**src/rtl/hkv_pkg.sv**
```systemverilog
`default_nettype none
package hkv_pkg;

	// Defaults for the top-level parameters.
	localparam int BUCKETS_DEF    = 256;
	localparam int WAYS_DEF       = 4;
	localparam int VALUE_BITS_DEF = 32;

	// Multiplier of the key hash: 65599 = 2^16 + 2^6 - 1.
	localparam int unsigned HASH_MULT = 65599;

	// Depth of the request queue between the front and the back.
	localparam int QUEUE_DEPTH = 2;
	localparam int QPTR_W      = $clog2(QUEUE_DEPTH);
	localparam int QCNT_W      = $clog2(QUEUE_DEPTH + 1);

	typedef enum logic {
		OP_LOOKUP = 1'b0,
		OP_INSERT = 1'b1
	} op_t;

	typedef enum logic [2:0] {
		ST_INSERTED = 3'd0,
		ST_PRESENT  = 3'd1,
		ST_FOUND    = 3'd2,
		ST_MISSING  = 3'd3,
		ST_FULL     = 3'd4
	} status_t;

	typedef enum logic [1:0] {
		BK_CLEAR,
		BK_IDLE,
		BK_DIV,
		BK_EXEC
	} back_state_t;

	// One finished key on its way from the front to the back.
	typedef struct packed {
		op_t         op;
		logic [31:0] hash;
		logic [31:0] value;
	} req_t;

	// h * 65599 + b, modulo 2^32, as a shift-add.
	function automatic logic [31:0] hash_step(input logic [31:0] h, input logic [7:0] b);
		hash_step = (h << 16) + (h << 6) - h + {24'd0, b};
	endfunction

endpackage
`default_nettype wire

```
**src/rtl/hkv_front.sv**
```systemverilog
`default_nettype none
module hkv_front import hkv_pkg::*; (
	input  wire logic        clk,
	input  wire logic        arst_n,
	input  wire logic        accept,
	input  wire logic        operation,
	input  wire logic        has_byte,
	input  wire logic [7:0]  key_byte,
	input  wire logic        key_last,
	input  wire logic [31:0] insert_value,
	output      logic        push,
	output      req_t        push_req
);

	logic [31:0] acc_q;
	logic [31:0] hash_d;

	assign hash_d = has_byte ? hash_step(acc_q, key_byte) : acc_q;

	// A finished key goes straight into the queue with its final hash.
	assign push           = accept && key_last;
	assign push_req.op    = op_t'(operation);
	assign push_req.hash  = hash_d;
	assign push_req.value = insert_value;

	always_ff @(posedge clk or negedge arst_n) begin
		if (!arst_n) begin
			acc_q <= '0;
		end else if (accept) begin
			acc_q <= key_last ? 32'd0 : hash_d;
		end
	end

endmodule
`default_nettype wire

```
**config.mk**
```make
export PLATFORM = sky130hd
export DESIGN_NAME = hkv_front
export DESIGN_NICKNAME = d
export VERILOG_FILES = /design/src/rtl/hkv_pkg.sv /design/src/rtl/hkv_front.sv
export SDC_FILE = /design/constraint.sdc
export NUM_CORES = 1
export LEC_CHECK = 0
export ABC_AREA = 1
export BUFFER_PORTS_ARGS = -buffer_cell sky130_fd_sc_hd__buf_2
export CORE_ASPECT_RATIO = 1.1
export CORE_MARGIN = 5
export CORE_UTILIZATION = 28
export DETAILED_ROUTE_END_ITERATION = 7
export PLACE_DENSITY_LB_ADDON = 0.12
export SLEW_MARGIN = 30
export SYNTH_ARGS = -nofsm -noshare
export SYNTH_HDL_FRONTEND = slang
export SYNTH_SLANG_ARGS = --single-unit
```
**constraint.sdc**
```tcl
create_clock -name clk -period 6.3 [get_ports clk]
set_clock_uncertainty 0.2 [all_clocks]
set_input_delay 0.315 -clock clk [delete_from_list [all_inputs] [get_ports clk]]
set_output_delay 0.315 -clock clk [all_outputs]
set_load 0.1 [all_outputs]
```
==> results.py <==
metrics = {
    "outcome": {
        "status": "finished, final reports clean",
    },
    "global_routing": {
        "track_usage_pct": 16.1,
        "grt_pass1_wl_um": 25100,
        "grt_pass1_vias": 4552,
        "grt.overflow.total": 0,
        "grt_max_degree": 44,
        "antenna_found_initial": 0,
    },
    "layout": {
        "drive_above_1_share_pct": 10.9,
        "fin_nets": 920,
        "n_antenna_cell": 0,
        "area_delta_synth_final_pct": 8.01,
        "top_regs": "acc_q (32)",
        "largest_register_ffs": 32,
        "top_register": "acc_q",
    },
    "worst_setup_path": {
        "crit_fanout": 5,
        "path_class": "flip-flop to primary output",
        "path_common_cell": "nand2_1",
        "critical_path.max_stage_delay_ns": 0.42,
        "required_ns": 5.78,
        "r2r_setup_slack_ns": 3.24,
        "cp-start-kind": "flip-flop",
        "worstRegToRegCells": 17,
        "crit_slowest_cell": "buf_2",
        "cp_cell_sequence": "inv_1 -> ha_1 -> ha_1 -> inv_1 -> fa_1 -> inv_1 -> nand3_1 -> nand2_1 -> nand2_1 -> nand2_1 -> nand2_1 -> nand2_1 -> nand2_1 -> nand2_1 -> nand2_1 -> nand3_1 -> and2_1 -> buf_2",
        "cp-end-kind": "primary output",
        "arrival_ns": 3.43,
    },
    "routing": {
        "wl_per_cell_um": 15.1,
        "drcViolationCount": 0,
        "drt_wl_total_um": 15800,
        "drt-pass1-iter-count": 5,
        "via_count": 4543,
        "first_iter_violations": 276,
        "vias_per_cell": 4.34,
        "ant_nets": 0,
    },
    "yosys": {
        "synth-xor-area-share_pct": 3.20,
        "avgSynthCellArea_um2": 6.14,
        "muxShareOfSynthArea_pct": 0,
        "yosys_warnings": 0,
        "synth_compound_area_share_pct": 7.55,
        "synth-seq-cells": 32,
        "synth_fp_nets": 910,
        "synth.distinct_cells": 34,
        "synth_fa_ha_area_share_pct": 18.5,
        "synth-simple-area-share_pct": 34.9,
        "synth_top_family_by_area": "simple AND/OR/NAND/NOR gates",
        "syn_inst": 802,
        "synth_seq_area_share_pct": 16.3,
        "synth_area_um2": 4920,
    },
    "clock_network": {
        "clock-sinks": 32,
        "clk_latency_ns": 0.28,
        "clockBufferDepth": 2,
        "numCtsBuffers": 5,
        "cts_setup_buffers": 0,
        "ctsRootBufferMaster": "clkbuf_16",
        "clkSlewWorstSetupHoldPaths_ns": 0.06,
        "cts_resized": 0,
        "cts_tree": "yes",
        "htree_num_levels": 2,
    },
    "timing": {
        "fin_crit_sh_pct": 62.6,
        "finalWorstSetupSlack_ns": 2.36,
        "fmax_mhz": 254,
        "grt_setup_unrepaired": "no",
        "worst_slew_pin_slew_ns": 0.806,
        "min_period_ns": 3.94,
        "finalSetupViolations": 0,
        "fin_tns_setup_ns": 0,
        "finalHoldViolations": 0,
        "drv_slew": 0,
        "hold_ws_ns": 0.106,
        "slew_headroom_pct": 46.3,
    },
    "place": {
        "place_ws_ns": 2.69,
        "place_congestion": 0.836,
        "hpwl_um": 13300,
        "port_buffers": 45,
    },
    "floorplanning": {
        "rows": 50,
        "io-pin-count": 112,
        "floorplan.die.height_um": 149,
        "start_util_pct": 28.7,
        "core_area_um2": 17100,
        "die_w_um": 136,
        "die-area_um2": 20300,
    },
    "run": {
        "maxCapViolCount": 0,
    },
    "hold_path": {
        "whs_path_depth": 4,
        "hp-class": "primary input to flip-flop",
    },
}
path summary, 6_finish.rpt:
| kind | endpoint | start |
|---|---|---|
| setup / recovery | push_req[57] | acc_q[1]$_DFFE_PN0P_ |
| hold reg to reg | acc_q[14]$_DFFE_PN0P_ | acc_q[14]$_DFFE_PN0P_ |
| max in group asynchronous | acc_q[3]$_DFFE_PN0P_ | arst_n |
| min in group asynchronous | acc_q[30]$_DFFE_PN0P_ | arst_n |
| hold / removal | acc_q[11]$_DFFE_PN0P_ | key_last |
| setup reg to reg | acc_q[25]$_DFFE_PN0P_ | acc_q[1]$_DFFE_PN0P_ |
cell usage in the layout, fill, tap and decap left out, types with 3 or more instances in the layout:
cell type  count
nand2_1      275
inv_1        173
nand3_1       53
ha_1          44
buf_2         44
nor2_1        36
dfrtp_1       32
a21oi_1       21
fa_1          18
and2_1        14
xnor2_1       10
o21ai_1       10
nand2_2        8
xor2_1         8
or2_2          7
o21ai_0        7
inv_2          6
o21ai_2        5
o22ai_1        5
clkbuf_16      5
nand3_2        4
nor2_2         3
o21a_1         3
a21boi_0       3
worst max-delay path, delay by kind of cell (launching register included):
family / cells / cell delay, ns
flip-flops: 1 / 0.32
AND/OR/NAND/NOR: 11 / 1.05
buffers and inverters: 4 / 0.76
adder cells (fa/ha/maj): 3 / 1.00
layout make-up:
| cell class | instances | area [um2] |
|---|---|---|
| Clock buffer | 6 | 139 |
| Clock inverter | 2 | 10.0 |
| Fill cell | 1960 | 11800 |
| Inverter | 179 | 672 |
| Multi-Input combinational cell | 547 | 3160 |
| Sequential cell | 32 | 801 |
| Tap cell | 234 | 293 |
| Timing Repair Buffer | 47 | 245 |
per-stage QoR:
step / cells / area [um2] / util [%]
6_report: 1047 / 5320 / 31.0
5_1_grt: 1047 / 5320 / 31.0
4_1_cts: 1047 / 5310 / 31.0
3_5_place_dp: 1038 / 5150 / 30.1
3_3_place_gp: 1038 / 5150 / 30.1
2_1_floorplan: 802 / 4920 / -
kinds of logic (layout without fill, tap and decap cells):
| group | count (synthesis) | after routing |
|---|---|---|
| AND/OR/NAND/NOR | 405 | 405 |
| buffers and inverters | 223 | 234 |
| adder cells (fa/ha/maj) | 62 | 62 |
| AO/OA/AOI/OAI | 62 | 62 |
| flip-flops | 32 | 32 |
| XOR/XNOR | 18 | 18 |
cell usage after synthesis (all sizes together):
master | n | share of area (%)
o21ai | 22 | 2.6
dfrtp | 32 | 16
o21bai | 2 | 0.31
xnor2 | 10 | 1.8
clkbuf | 8 | 0.61
and2 | 14 | 1.8
a22o | 1 | 0.18
nand2 | 283 | 22
a21boi | 5 | 0.76
buf | 36 | 5.3
fa | 18 | 7.3
o22ai | 5 | 0.64
or2 | 7 | 0.89
nor3 | 4 | 0.74
a21o | 1 | 0.15
inv | 179 | 14
nor2 | 39 | 3.1
nand4 | 1 | 0.13
a21oi | 21 | 2.1
nand3 | 57 | 6.2
xor2 | 8 | 1.4
ha | 44 | 11
o21a | 3 | 0.46
o211ai | 2 | 0.31
routing by layer:
metal,track usage (%),vias up,wire length (um)
met5,0,-,0
met4,4.84,0,386
met3,1.05,20,428
met2,25.8,79,7100
met1,23.1,2041,7930
li1,-,2403,-
repair_timing:
item                                    4_1_cts  5_1_grt
hold buffers                                  1        0
endpoints found under the setup margin        0        0
hold endpoints to repair                     32        0
Power is not shown: default switching activity piles up to over one toggle a cycle in this logic, so the estimate is an artifact.
