===== config.mk =====
export PLATFORM = sky130hd
export DESIGN_NAME = hkv_queue
export DESIGN_NICKNAME = d
export VERILOG_FILES = /design/src/rtl/hkv_pkg.sv /design/src/rtl/hkv_queue.sv
export SDC_FILE = /design/constraint.sdc
export NUM_CORES = 1
export LEC_CHECK = 0
export BUFFER_PORTS_ARGS = -buffer_cell sky130_fd_sc_hd__buf_2
export CAP_MARGIN = 20
export CORE_ASPECT_RATIO = 1.2
export CORE_MARGIN = 2
export CORE_UTILIZATION = 47
export DETAILED_ROUTE_END_ITERATION = 16
export PLACE_DENSITY_LB_ADDON = 0.3
export SKIP_LAST_GASP = 1
export SLEW_MARGIN = 10
export SYNTH_ARGS = -nofsm -noshare
export SYNTH_HDL_FRONTEND = slang
export SYNTH_SLANG_ARGS = --single-unit

===== constraint.sdc =====
create_clock -name clk -period 4.05 [get_ports clk]
set_clock_uncertainty 0.2 [all_clocks]
set_input_delay 0.81 -clock clk [delete_from_list [all_inputs] [get_ports clk]]
set_output_delay 0.81 -clock clk [all_outputs]
set_load 0.005 [all_outputs]

===== src/rtl/hkv_pkg.sv =====
`default_nettype none
package hkv_pkg;

	// Defaults for the top-level parameters.
	localparam int BUCKETS_DEF    = 256;
	localparam int WAYS_DEF       = 4;
	localparam int VALUE_BITS_DEF = 32;

	// Multiplier of the key hash: 65599 = 2^16 + 2^6 - 1.
	localparam int unsigned HASH_MULT = 65599;

	// Depth of the request queue between the front and the back.
	localparam int QUEUE_DEPTH = 2;
	localparam int QPTR_W      = $clog2(QUEUE_DEPTH);
	localparam int QCNT_W      = $clog2(QUEUE_DEPTH + 1);

	typedef enum logic {
		OP_LOOKUP = 1'b0,
		OP_INSERT = 1'b1
	} op_t;

	typedef enum logic [2:0] {
		ST_INSERTED = 3'd0,
		ST_PRESENT  = 3'd1,
		ST_FOUND    = 3'd2,
		ST_MISSING  = 3'd3,
		ST_FULL     = 3'd4
	} status_t;

	typedef enum logic [1:0] {
		BK_CLEAR,
		BK_IDLE,
		BK_DIV,
		BK_EXEC
	} back_state_t;

	// One finished key on its way from the front to the back.
	typedef struct packed {
		op_t         op;
		logic [31:0] hash;
		logic [31:0] value;
	} req_t;

	// h * 65599 + b, modulo 2^32, as a shift-add.
	function automatic logic [31:0] hash_step(input logic [31:0] h, input logic [7:0] b);
		hash_step = (h << 16) + (h << 6) - h + {24'd0, b};
	endfunction

endpackage
`default_nettype wire


===== src/rtl/hkv_queue.sv =====
`default_nettype none
module hkv_queue import hkv_pkg::*; (
	input  wire logic clk,
	input  wire logic arst_n,
	input  wire logic push,
	input  wire req_t push_req,
	input  wire logic pop,
	output      logic full,
	output      logic head_valid,
	output      req_t head_req
);

	req_t              slots_q [QUEUE_DEPTH];
	logic [QPTR_W-1:0] wr_ptr_q;
	logic [QPTR_W-1:0] rd_ptr_q;
	logic [QCNT_W-1:0] count_q;

	assign full       = (count_q == QCNT_W'(QUEUE_DEPTH));
	assign head_valid = (count_q != '0);
	assign head_req   = slots_q[rd_ptr_q];

	always_ff @(posedge clk) begin
		if (push) begin
			slots_q[wr_ptr_q] <= push_req;
		end
	end

	always_ff @(posedge clk or negedge arst_n) begin
		if (!arst_n) begin
			wr_ptr_q <= '0;
			rd_ptr_q <= '0;
			count_q  <= '0;
		end else begin
			if (push) begin
				wr_ptr_q <= (wr_ptr_q == QPTR_W'(QUEUE_DEPTH - 1)) ? '0 : wr_ptr_q + 1'b1;
			end
			if (pop) begin
				rd_ptr_q <= (rd_ptr_q == QPTR_W'(QUEUE_DEPTH - 1)) ? '0 : rd_ptr_q + 1'b1;
			end
			if (push && !pop) begin
				count_q <= count_q + 1'b1;
			end else if (pop && !push) begin
				count_q <= count_q - 1'b1;
			end
		end
	end

endmodule
`default_nettype wire


==> results of run 1 <==
==> metrics by stage <==
| stage | setup WS (ns) | hold slack, ns |
|---|---|---|
| floorplan | 0.903 | 0.247 |
| detailed placement | 1.29 | 0.275 |
| finish | 1.01 | 0.281 |
| global route | 0.940 | 0.307 |
| global placement | 1.29 | 0.263 |
| CTS | 0.847 | 0.285 |
==> layout by cell type (no fill, tap or decap), types with 2 or more instances in the layout <==
cell type / netlist / final
buf_2: 2 / 135
buf_4: 0 / 2
clkbuf_16: 0 / 17
clkinv_1: 0 / 2
clkinv_2: 0 / 4
clkinv_4: 0 / 2
clkinvlp_4: 0 / 5
dfrtp_1: 4 / 3
edfxtp_1: 130 / 130
mux2_2: 25 / 25
mux2_4: 40 / 40
xor2_1: 4 / 4
==> registers in the layout, indices dropped and copies added, names as in the netlist <==
name      flops
rd_ptr_q      1
wr_ptr_q      1
slots_q     130
count_q       2
==> worst max-delay path, cell delays in order, from the launching register on <==
cell,delay [ns]
dfrtp_4,0.77
buf_16,0.31
mux2_2,0.38
buf_2,0.13
==> synthesized netlist by cell type <==
master,count
nor2_1,1
xor2_1,4
inv_1,1
xnor2_1,1
buf_6,5
edfxtp_1,130
and2_1,1
or2_2,1
mux2_2,25
nor2b_1,2
buf_2,2
dfrtp_1,4
ha_1,1
mux2_4,40
==> per-layer routing <==
layer / wire length [um] / vias to the layer above / share of wire (%) / global-route usage, %
met2: 4590 / 90 / 55 / 26.8
met5: 0 / - / 0 / 0
li1: - / 1172 / - / -
met1: 2990 / 1220 / 36 / 14.6
met3: 591 / 11 / 7.1 / 6.29
met4: 155 / 0 / 1.9 / 7.19
==> power by group through the flow <==
stage | Sequential [mW] | Combinational [mW] | Clock [mW]
4_1_cts | 2.09 | 1.05 | 1.40
2_1_floorplan | 1.94 | 0.813 | 0
5_1_grt | 2.02 | 1.23 | 1.45
3_3_place_gp | 2.10 | 1.04 | 0
3_5_place_dp | 2.11 | 1.05 | 0
6_report | 2.00 | 1.13 | 1.37
==> repair_timing <==
item	in CTS	in global routing
hold endpoints to repair	4	0
setup buffers	0	0
hold buffers	1	0
==> cell type report <==
type	instances	area, sq um
Timing Repair Buffer	139	728
Inverter	1	3.75
Fill cell	779	4040
Clock inverter	14	113
Sequential cell	134	4010
Multi-Input combinational cell	76	977
Tap cell	129	161
Antenna cell	1	2.50
Clock buffer	18	429
==> how the worst max path moves through the flow <==
stage	start	endpoint	slack (ns)	cells past startpoint
final	rd_ptr_q	head_req[42]	1.01	3
after detailed placement	rd_ptr_q	head_req[51]	1.29	2
after CTS	rd_ptr_q	head_req[42]	0.85	2
after floorplan	push	slots_q[0][0]	0.90	1
after global routing	rd_ptr_q	head_req[39]	0.94	3
after global placement	rd_ptr_q	head_req[51]	1.29	2
==> cell families (layout without fill, tap and decap cells) <==
| kind of cell | count (synthesis) | in the layout |
|---|---|---|
| xor+xnor | 5 | 5 |
| flops | 134 | 134 |
| fa+ha+maj | 1 | 1 |
| mux | 65 | 65 |
| buf+inv | 8 | 172 |
| simple gates | 5 | 5 |
| other cells | 0 | 1 |
==> run_results.csv, run 1 <==
group,metric,value,unit
run_status,status,"finished clean",
power,leakage,2.56,nW
synth,synth-compound-area-share,0,%
clocking,cts.path.max_buffers,2,
synth,synth-xor-area-share,0.869,%
clocking,clk_pin_slew,0.06,ns
layout,post-route-util,61.4,%
timing,drv_slew,0,
synth,synth_top_family_by_area,"multiplexers",
power,total_power,4.49,mW
place,hpwl,5.21,mm
power,irDropWorstVdd,402,uV
global_route,grt_max_degree,67,
synth,ys.warnings.count,0,
synth,synthSimpleGateAreaFrac,0.571,%
floorplanning,core_area,10500,sq um
clocking,root_buffer,"clkbuf_16",
clocking,cts_tree,"done",
power,swShare,25.7,%
layout,areaGrowthSynthToFinish,27.4,%
timing,rsz0062_at_grt,"false",
timing,fin_crit_sh,75.1,%
power,p_int,3.34,mW
setup_path,r2r_slack,2.22,ns
power,seqPwrFrac,44.5,%
synth,synth_area_per_cell,23.1,sq um
global_route,grt_use_total,15.0,%
power,power.density,700,nW/um^2
global_route,antenna_found_initial,1,
min_path,hp-start,"count_q[1]",
synth,syn_area,5040,sq um
clocking,clk_latency,0.41,ns
clocking,clock_sinks,134,
global_route,grt_pass1_vias,2704,
timing,fmax,329,MHz
synth,postSynthCellCount,218,
clocking,cts_resized,0,
setup_path,critPathLaunchType,"flip-flop",
min_path,hold_end,"count_q[1]",
job,max_cap_violations,0,
floorplanning,die_y,117,um
setup_path,r2r_end,"slots_q[1][20]",
setup_path,reg2regPathDepth,1,
layout,drive_gt1_share,61.8,%
timing,relSlewSlack,38.8,%
place,place.port_buffers,135,
detailed_routing,vias,2493,
detailed_routing,ant_nets,0,
global_route,overflow,0,
detailed_routing,routedWlPerCell,16.3,um
setup_path,cp-end-kind,"output port",
detailed_routing,drcViolationCount,0,
detailed_routing,vias_per_cell,4.87,
min_path,min_path_cells,1,
detailed_routing,drt-initial-drc-count,133,
synth,synthAdderAreaFrac,0.248,%
layout,stdcell_area,6420,sq um
power,switchingPower,1.15,mW
timing,setup_viol,0,
synth,yosys.area.top_type,"edfxtp_1",
floorplanning,io_pins,136,
clocking,cts_inserted_buffers,17,
synth,yosysSeqAreaShare,79.4,%
timing,worst_slew_pin_slew,0.918,ns
detailed_routing,drtPass1Iterations,5,
timing,setup_tns,0,ns
clocking,cts_max_level,4,
floorplanning,start_util,48.2,%
layout,layout.nets,439,
min_path,hold_class,"reg -> reg",
synth,ys_types,14,
synth,muxShareOfSynthArea,17.5,%
timing,min_period,3.04,ns
synth,yosys.area.top_type_share,77.4,%
place,place.gp.congestion,0.674,
floorplanning,dieArea,11600,sq um
power,pwr-share-comb,25.1,%
place,place_area,5840,sq um
setup_path,reg2reg_from,"wr_ptr_q",
synth,synth_area_leaders,"edfxtp_1 77%, mux2_4 12%, mux2_2 5.6%",
setup_path,worst-path-max-fanout,37,
detailed_routing,postRouteWirelength,8.33,mm
timing,finalHoldViolations,0,
floorplanning,die_x,98.5,um
setup_path,worstPathRequired,3.04,ns
setup_path,critPathKind,"reg -> out",
setup_path,arrival,2.03,ns
layout,finalNonFillerCells,512,
synth,syn_nets,288,
global_route,grt_pass1_wl,12.8,mm
floorplanning,rows,41,
synth,yosys_register_bits,134,
power,pwr-share-clk,30.4,%
place,dp_cells,477,
No activity file was read; power rests on OpenSTA's default activity.
==> run 2: changes to the inputs <==
==> constraint.sdc (replaced) <==
create_clock -name clk -period 2.6 [get_ports clk]
set_clock_uncertainty 0.2 [all_clocks]
set_input_delay 0.52 -clock clk [delete_from_list [all_inputs] [get_ports clk]]
set_output_delay 0.52 -clock clk [all_outputs]
set_load 0.005 [all_outputs]
==> run 2 against run 1 <==
Net effect: wire length is 0.76% lower; design area is 0.14% lower; clock power up 49%; global-route usage barely moved; die area is the same; clock-buffer cell count grew 4; sequential cell count unchanged; core utilization down 0.084 points; sequential share of layout area up 0.085 points; hold slack got worse by 0.18 ns; sequential power rose by 50%; critical path type unchanged.
==> run_results.csv, run 2 (synthesis results as in run 1) <==
group,metric,value,unit
run_status,status,"finished clean",
floorplanning,rows,41,
timing,fin_crit_sh,89.4,%
clocking,cts_tree,"done",
power,pwr-share-comb,27.3,%
layout,final_cell_mix,"135 x buf_2, 130 x edfxtp_1, 40 x mux2_4",
floorplanning,io_pins,136,
global_route,grt_pass1_wl,12.8,mm
place,place.gp.congestion,0.646,
clocking,clock_sinks,134,
global_route,grt_pass1_vias,2668,
detailed_routing,routedWlPerCell,16.1,um
global_route,grt_max_degree,39,
clocking,cts_inserted_buffers,17,
detailed_routing,postRouteWirelength,8.27,mm
layout,layout.nets,442,
global_route,grt_use_total,14.9,%
power,swShare,24.8,%
power,seqPwrFrac,43.3,%
power,irDropWorstVdd,637,uV
timing,relSlewSlack,65.1,%
setup_path,worstPathRequired,1.88,ns
layout,largest_reg_flops,130,
timing,rsz0062_at_grt,"false",
detailed_routing,ant_nets,0,
layout,seq_area,4010,sq um
detailed_routing,drtPass1Iterations,4,
floorplanning,core_area,10500,sq um
detailed_routing,drt-initial-drc-count,105,
timing,fmax,430,MHz
power,leakage,2.56,nW
floorplanning,die_y,117,um
timing,drv_slew,0,
place,place.port_buffers,135,
layout,fill_cells,811,
floorplanning,start_util,48.2,%
layout,final_common_cell,"buf_2",
setup_path,worst-path-max-fanout,36,
global_route,antenna_found_initial,1,
place,place_ws,0.682,ns
detailed_routing,drcViolationCount,0,
setup_path,critPathKind,"reg -> out",
clocking,clk_latency,0.40,ns
detailed_routing,vias,2481,
layout,drive_gt1_share,59.6,%
floorplanning,die_x,98.5,um
layout,regMostFlops,"slots_q",
global_route,grt_util_met2,26.1,%
floorplanning,dieArea,11600,sq um
detailed_routing,vias_per_cell,4.83,
job,max_cap_violations,0,
power,power.density,1080,nW/um^2
global_route,overflow,0,
layout,areaGrowthSynthToFinish,27.2,%
global_route,grt_use_met3,6.35,%
setup_path,r2r_slack,0.99,ns
timing,worst_slack,0.275,ns
setup_path,critPathLaunchType,"flip-flop",
place,dp_cells,481,
setup_path,cp-end-kind,"output port",
setup_path,arrival,1.60,ns
timing,setup_viol,0,
layout,finalNonFillerCells,514,
clocking,cts.path.max_buffers,2,
layout,multiInputGateArea,977,sq um
layout,largestRegisters,"slots_q x130, count_q x2",
power,pwr-share-clk,29.4,%
timing,min_period,2.32,ns
place,hpwl,5.45,mm
global_route,top_usage_layer,"met2",
clocking,root_buffer,"clkbuf_16",
power,p_int,5.21,mW
clocking,clk_pin_slew,0.05,ns
clocking,cts_max_level,4,
min_path,hold_class,"in -> reg",
timing,worst_slew_pin_slew,0.524,ns
global_route,use_met1,15.2,%
power,switchingPower,1.72,mW
timing,finalHoldViolations,0,
timing,setup_tns,0,ns
[run 2: cell types whose count changed in the layout (fill, tap and decap cells not counted)]
| cell | previous run | this run |
|---|---|---|
| clkinv_2 | 4 | 1 |
| buf_12 | 0 | 2 |
| clkinv_4 | 2 | 0 |
| clkinv_1 | 2 | 7 |
| buf_16 | 1 | 0 |
| clkbuf_1 | 1 | 5 |
| buf_4 | 2 | 4 |
| clkinvlp_4 | 5 | 0 |
[run 2: what timing repair did]
action | 4_1_cts | 5_1_grt
gates resized for setup | 0 | 0
hold buffers | 1 | 0
hold endpoints to repair | 4 | 0
setup endpoints to repair | 0 | 0
setup buffers | 0 | 0
[run 2: cell type report]
class | count | area share [%]
diodes | 1 | 0.0390
clock buffers | 22 | 6.93
clock inverters | 9 | 0.956
inverters | 1 | 0.0585
multi-input cells | 76 | 15.2
flip-flops and latches | 134 | 62.5
well taps | 129 | 2.52
repair buffers | 142 | 11.8
[run 2: final timing paths]
kind	startpoint	endpoint	depth (start not counted)
setup / recovery	rd_ptr_q	head_req[42]	3
hold / removal	push_req[22]	slots_q[0][22]	1
min in group asynchronous	arst_n	rd_ptr_q	2
setup reg to reg	wr_ptr_q	slots_q[1][11]	2
max in group asynchronous	arst_n	rd_ptr_q	2
hold reg to reg	count_q[1]	count_q[1]	1
[run 2: power by group through the flow]
stage                     logic (mW)  clock network (mW)  registers, mW
final                           1.89                2.04           3.00
after global routing            2.05                2.18           3.04
after CTS                       1.94                2.09           3.01
after detailed placement        1.94                   0           3.05
after global placement          1.92                   0           3.02
after floorplan                 1.27                   0           3.00
[run 2: layer usage]
layer  routed length (um)  share of wire, %
met4                  168               2.0
met3                  510               6.2
met5                    0                 0
met2                 4580                55
met1                 3000                36
[run 2: critical path, stage by stage (launching register included)]
cell and delay (ns):
dfrtp_4 0.44, buf_12 0.26, mux2_2 0.37, buf_2 0.13
[run 2: metrics by stage]
stage	instance area [sq um]	util, %	hold slack, ns	power [mW]
global route	6410	61.3	0.0836	7.26
global placement	5900	56.3	0.129	4.94
finish	6410	61.3	0.103	6.93
CTS	6410	61.3	0.0879	7.04
detailed placement	5900	56.3	0.132	4.98
floorplan	5050	-	0.0244	4.27
==> run 3: changes to the inputs <==
--- a/config.mk
+++ b/config.mk
@@ -5,11 +5,11 @@
 export SDC_FILE = /design/constraint.sdc
 export NUM_CORES = 1
 export LEC_CHECK = 0
-export BUFFER_PORTS_ARGS = -buffer_cell sky130_fd_sc_hd__buf_2
+export BUFFER_PORTS_ARGS = -buffer_cell sky130_fd_sc_hd__clkbuf_2
 export CAP_MARGIN = 20
 export CORE_ASPECT_RATIO = 1.2
 export CORE_MARGIN = 2
-export CORE_UTILIZATION = 47
+export CORE_UTILIZATION = 55
 export DETAILED_ROUTE_END_ITERATION = 16
 export PLACE_DENSITY_LB_ADDON = 0.3
 export SKIP_LAST_GASP = 1
==> constraint.sdc (replaced) <==
create_clock -name clk -period 2.7 [get_ports clk]
set_clock_uncertainty 0.2 [all_clocks]
set_input_delay 0.54 -clock clk [delete_from_list [all_inputs] [get_ports clk]]
set_output_delay 0.54 -clock clk [all_outputs]
set_load 0.005 [all_outputs]
==> run 3 against run 2 <==
Net effect: combinational power increased by 2%; highest routed layer unchanged; setup slack worse by 0.15 ns; sequential cell count unchanged; clock-buffer cell count decreased by 5; sequential power fell by 2%; largest power group unchanged; register-to-register slack better by 0.04 ns; hold slack lost 0.076 ns; total power grew 4.7%.
==> run_results.csv, run 3 (synthesis results as in run 1) <==
group,metric,value,unit
run_status,status,"finished clean",
clocking,cts_resized,0,
layout,drive_gt1_share,57.3,%
clocking,cts_inserted_buffers,17,
timing,setup_viol,0,
global_route,grt_pass1_wl,13.8,mm
place,place.gp.congestion,0.735,
layout,post-route-util,77.1,%
global_route,antenna_found_initial,0,
floorplanning,die_x,91.4,um
layout,fill_cells,522,
global_route,grt_pass1_vias,2802,
clocking,cts_tree,"done",
detailed_routing,vias_per_cell,4.94,
layout,largest_reg_flops,130,
detailed_routing,drt-initial-drc-count,129,
detailed_routing,drtPass1Iterations,4,
clocking,clock_sinks,134,
timing,drv_slew,0,
power,irDropWorstVdd,669,uV
timing,relSlewSlack,75.4,%
setup_path,worstPathRequired,1.96,ns
floorplanning,die_y,109,um
power,power.density,1050,nW/um^2
layout,final_cell_mix,"135 x clkbuf_2, 130 x edfxtp_1, 40 x mux2_4",
timing,worst_slack,0.127,ns
detailed_routing,postRouteWirelength,9.00,mm
layout,final_common_cell,"clkbuf_2",
layout,largestRegisters,"slots_q x130, count_q x2",
floorplanning,dieArea,9950,sq um
power,leakage,2.82,nW
global_route,grt_max_degree,49,
detailed_routing,drcViolationCount,0,
timing,setup_tns,0,ns
timing,finalHoldViolations,0,
setup_path,critPathLaunchType,"flip-flop",
timing,fmax,389,MHz
layout,antenna_cells,0,
timing,rsz0062_at_grt,"false",
clocking,cts_max_level,4,
floorplanning,core_area,8990,sq um
global_route,grt_use_total,19.0,%
place,place_ws,0.481,ns
setup_path,worst-path-max-fanout,17,
floorplanning,io_pins,136,
detailed_routing,routedWlPerCell,16.6,um
floorplanning,start_util,56.1,%
floorplanning,rows,38,
timing,min_period,2.57,ns
layout,areaGrowthSynthToFinish,37.5,%
place,hpwl,5.43,mm
setup_path,arrival,1.83,ns
clocking,clk_latency,0.50,ns
setup_path,cp-end-kind,"output port",
layout,regMostFlops,"slots_q",
detailed_routing,ant_nets,0,
job,max_cap_violations,0,
clocking,cts.path.max_buffers,2,
clocking,clk_pin_slew,0.06,ns
detailed_routing,vias,2675,
clocking,root_buffer,"clkbuf_8",
place,place.port_buffers,135,
timing,fin_crit_sh,95.3,%
global_route,overflow,0,
timing,worst_slew_pin_slew,0.369,ns
min_path,hold_class,"in -> reg",
layout,layout.nets,479,
setup_path,critPathKind,"reg -> out",
## run 3: cell types whose count changed in the layout (fill, tap and decap cells not counted), moves of 2 or more
cell / before / now
dlygate4sd3_1: 1 / 36
clkinvlp_4: 0 / 2
clkinv_2: 1 / 4
buf_2: 135 / 0
clkinv_1: 7 / 2
bufinv_16: 1 / 5
buf_12: 2 / 4
clkbuf_1: 5 / 0
clkbuf_2: 0 / 135
clkinv_4: 0 / 2
## run 3: repair_timing
| action | in CTS | in global routing |
|---|---|---|
| hold buffers | 33 | 3 |
| endpoints found under the setup margin | 37 | 0 |
| hold endpoints to repair | 65 | 6 |
| setup buffers | 1 | 0 |
## run 3: worst max-delay path, stage by stage (launching register included)
cell and delay, ns:
dfrtp_4 0.63, buf_16 0.22, mux2_2 0.36, clkbuf_2 0.12
## run 3: final timing paths
| check | from | endpoint | slack [ns] | cells after the start |
|---|---|---|---|---|
| max reg2reg | wr_ptr_q | slots_q[1][33] | 1.03 | 2 |
| min in group asynchronous | arst_n | rd_ptr_q | 0.18 | 2 |
| min reg2reg | count_q[1] | count_q[1] | 0.29 | 1 |
| max in group asynchronous | arst_n | rd_ptr_q | 1.97 | 2 |
| min | push_req[56] | slots_q[1][56] | 0.03 | 1 |
| max | rd_ptr_q | head_req[62] | 0.13 | 3 |
## run 3: layer usage
| layer | global-route usage, % | vias up | wire length, um |
|---|---|---|---|
| li1 | - | 1250 | - |
| met1 | 20.9 | 1306 | 3410 |
| met2 | 33.2 | 101 | 4920 |
| met3 | 5.74 | 18 | 488 |
| met4 | 9.96 | 0 | 185 |
| met5 | 0 | - | 0 |
## run 3: area by class of cell
type / instances / area (sq um) / share of cell area [%]
sequential: 134 / 4010 / 57.8
timing repair buffer: 179 / 1170 / 16.8
multi-input combinational: 76 / 977 / 14.1
clock buffer: 17 / 414 / 5.98
clock inverter: 15 / 210 / 3.03
tap: 120 / 150 / 2.17
inverter: 1 / 3.75 / 0.0542
## run 3: power by group
group | switching (mW) | internal [mW]
Combinational | 0.819 | 1.11
Clock | 0.801 | 1.58
Sequential | 0.181 | 2.77
## run 3: per-stage QoR
step	hold WS, ns	area (sq um)	power, mW	std cells
floorplan	0.0444	5050	4.12	218
global placement	0.149	5920	4.79	473
detailed placement	0.158	5920	4.84	473
CTS	0.000137	6900	7.33	539
global route	0.00118	6930	7.59	542
finish	0.0273	6930	7.26	542
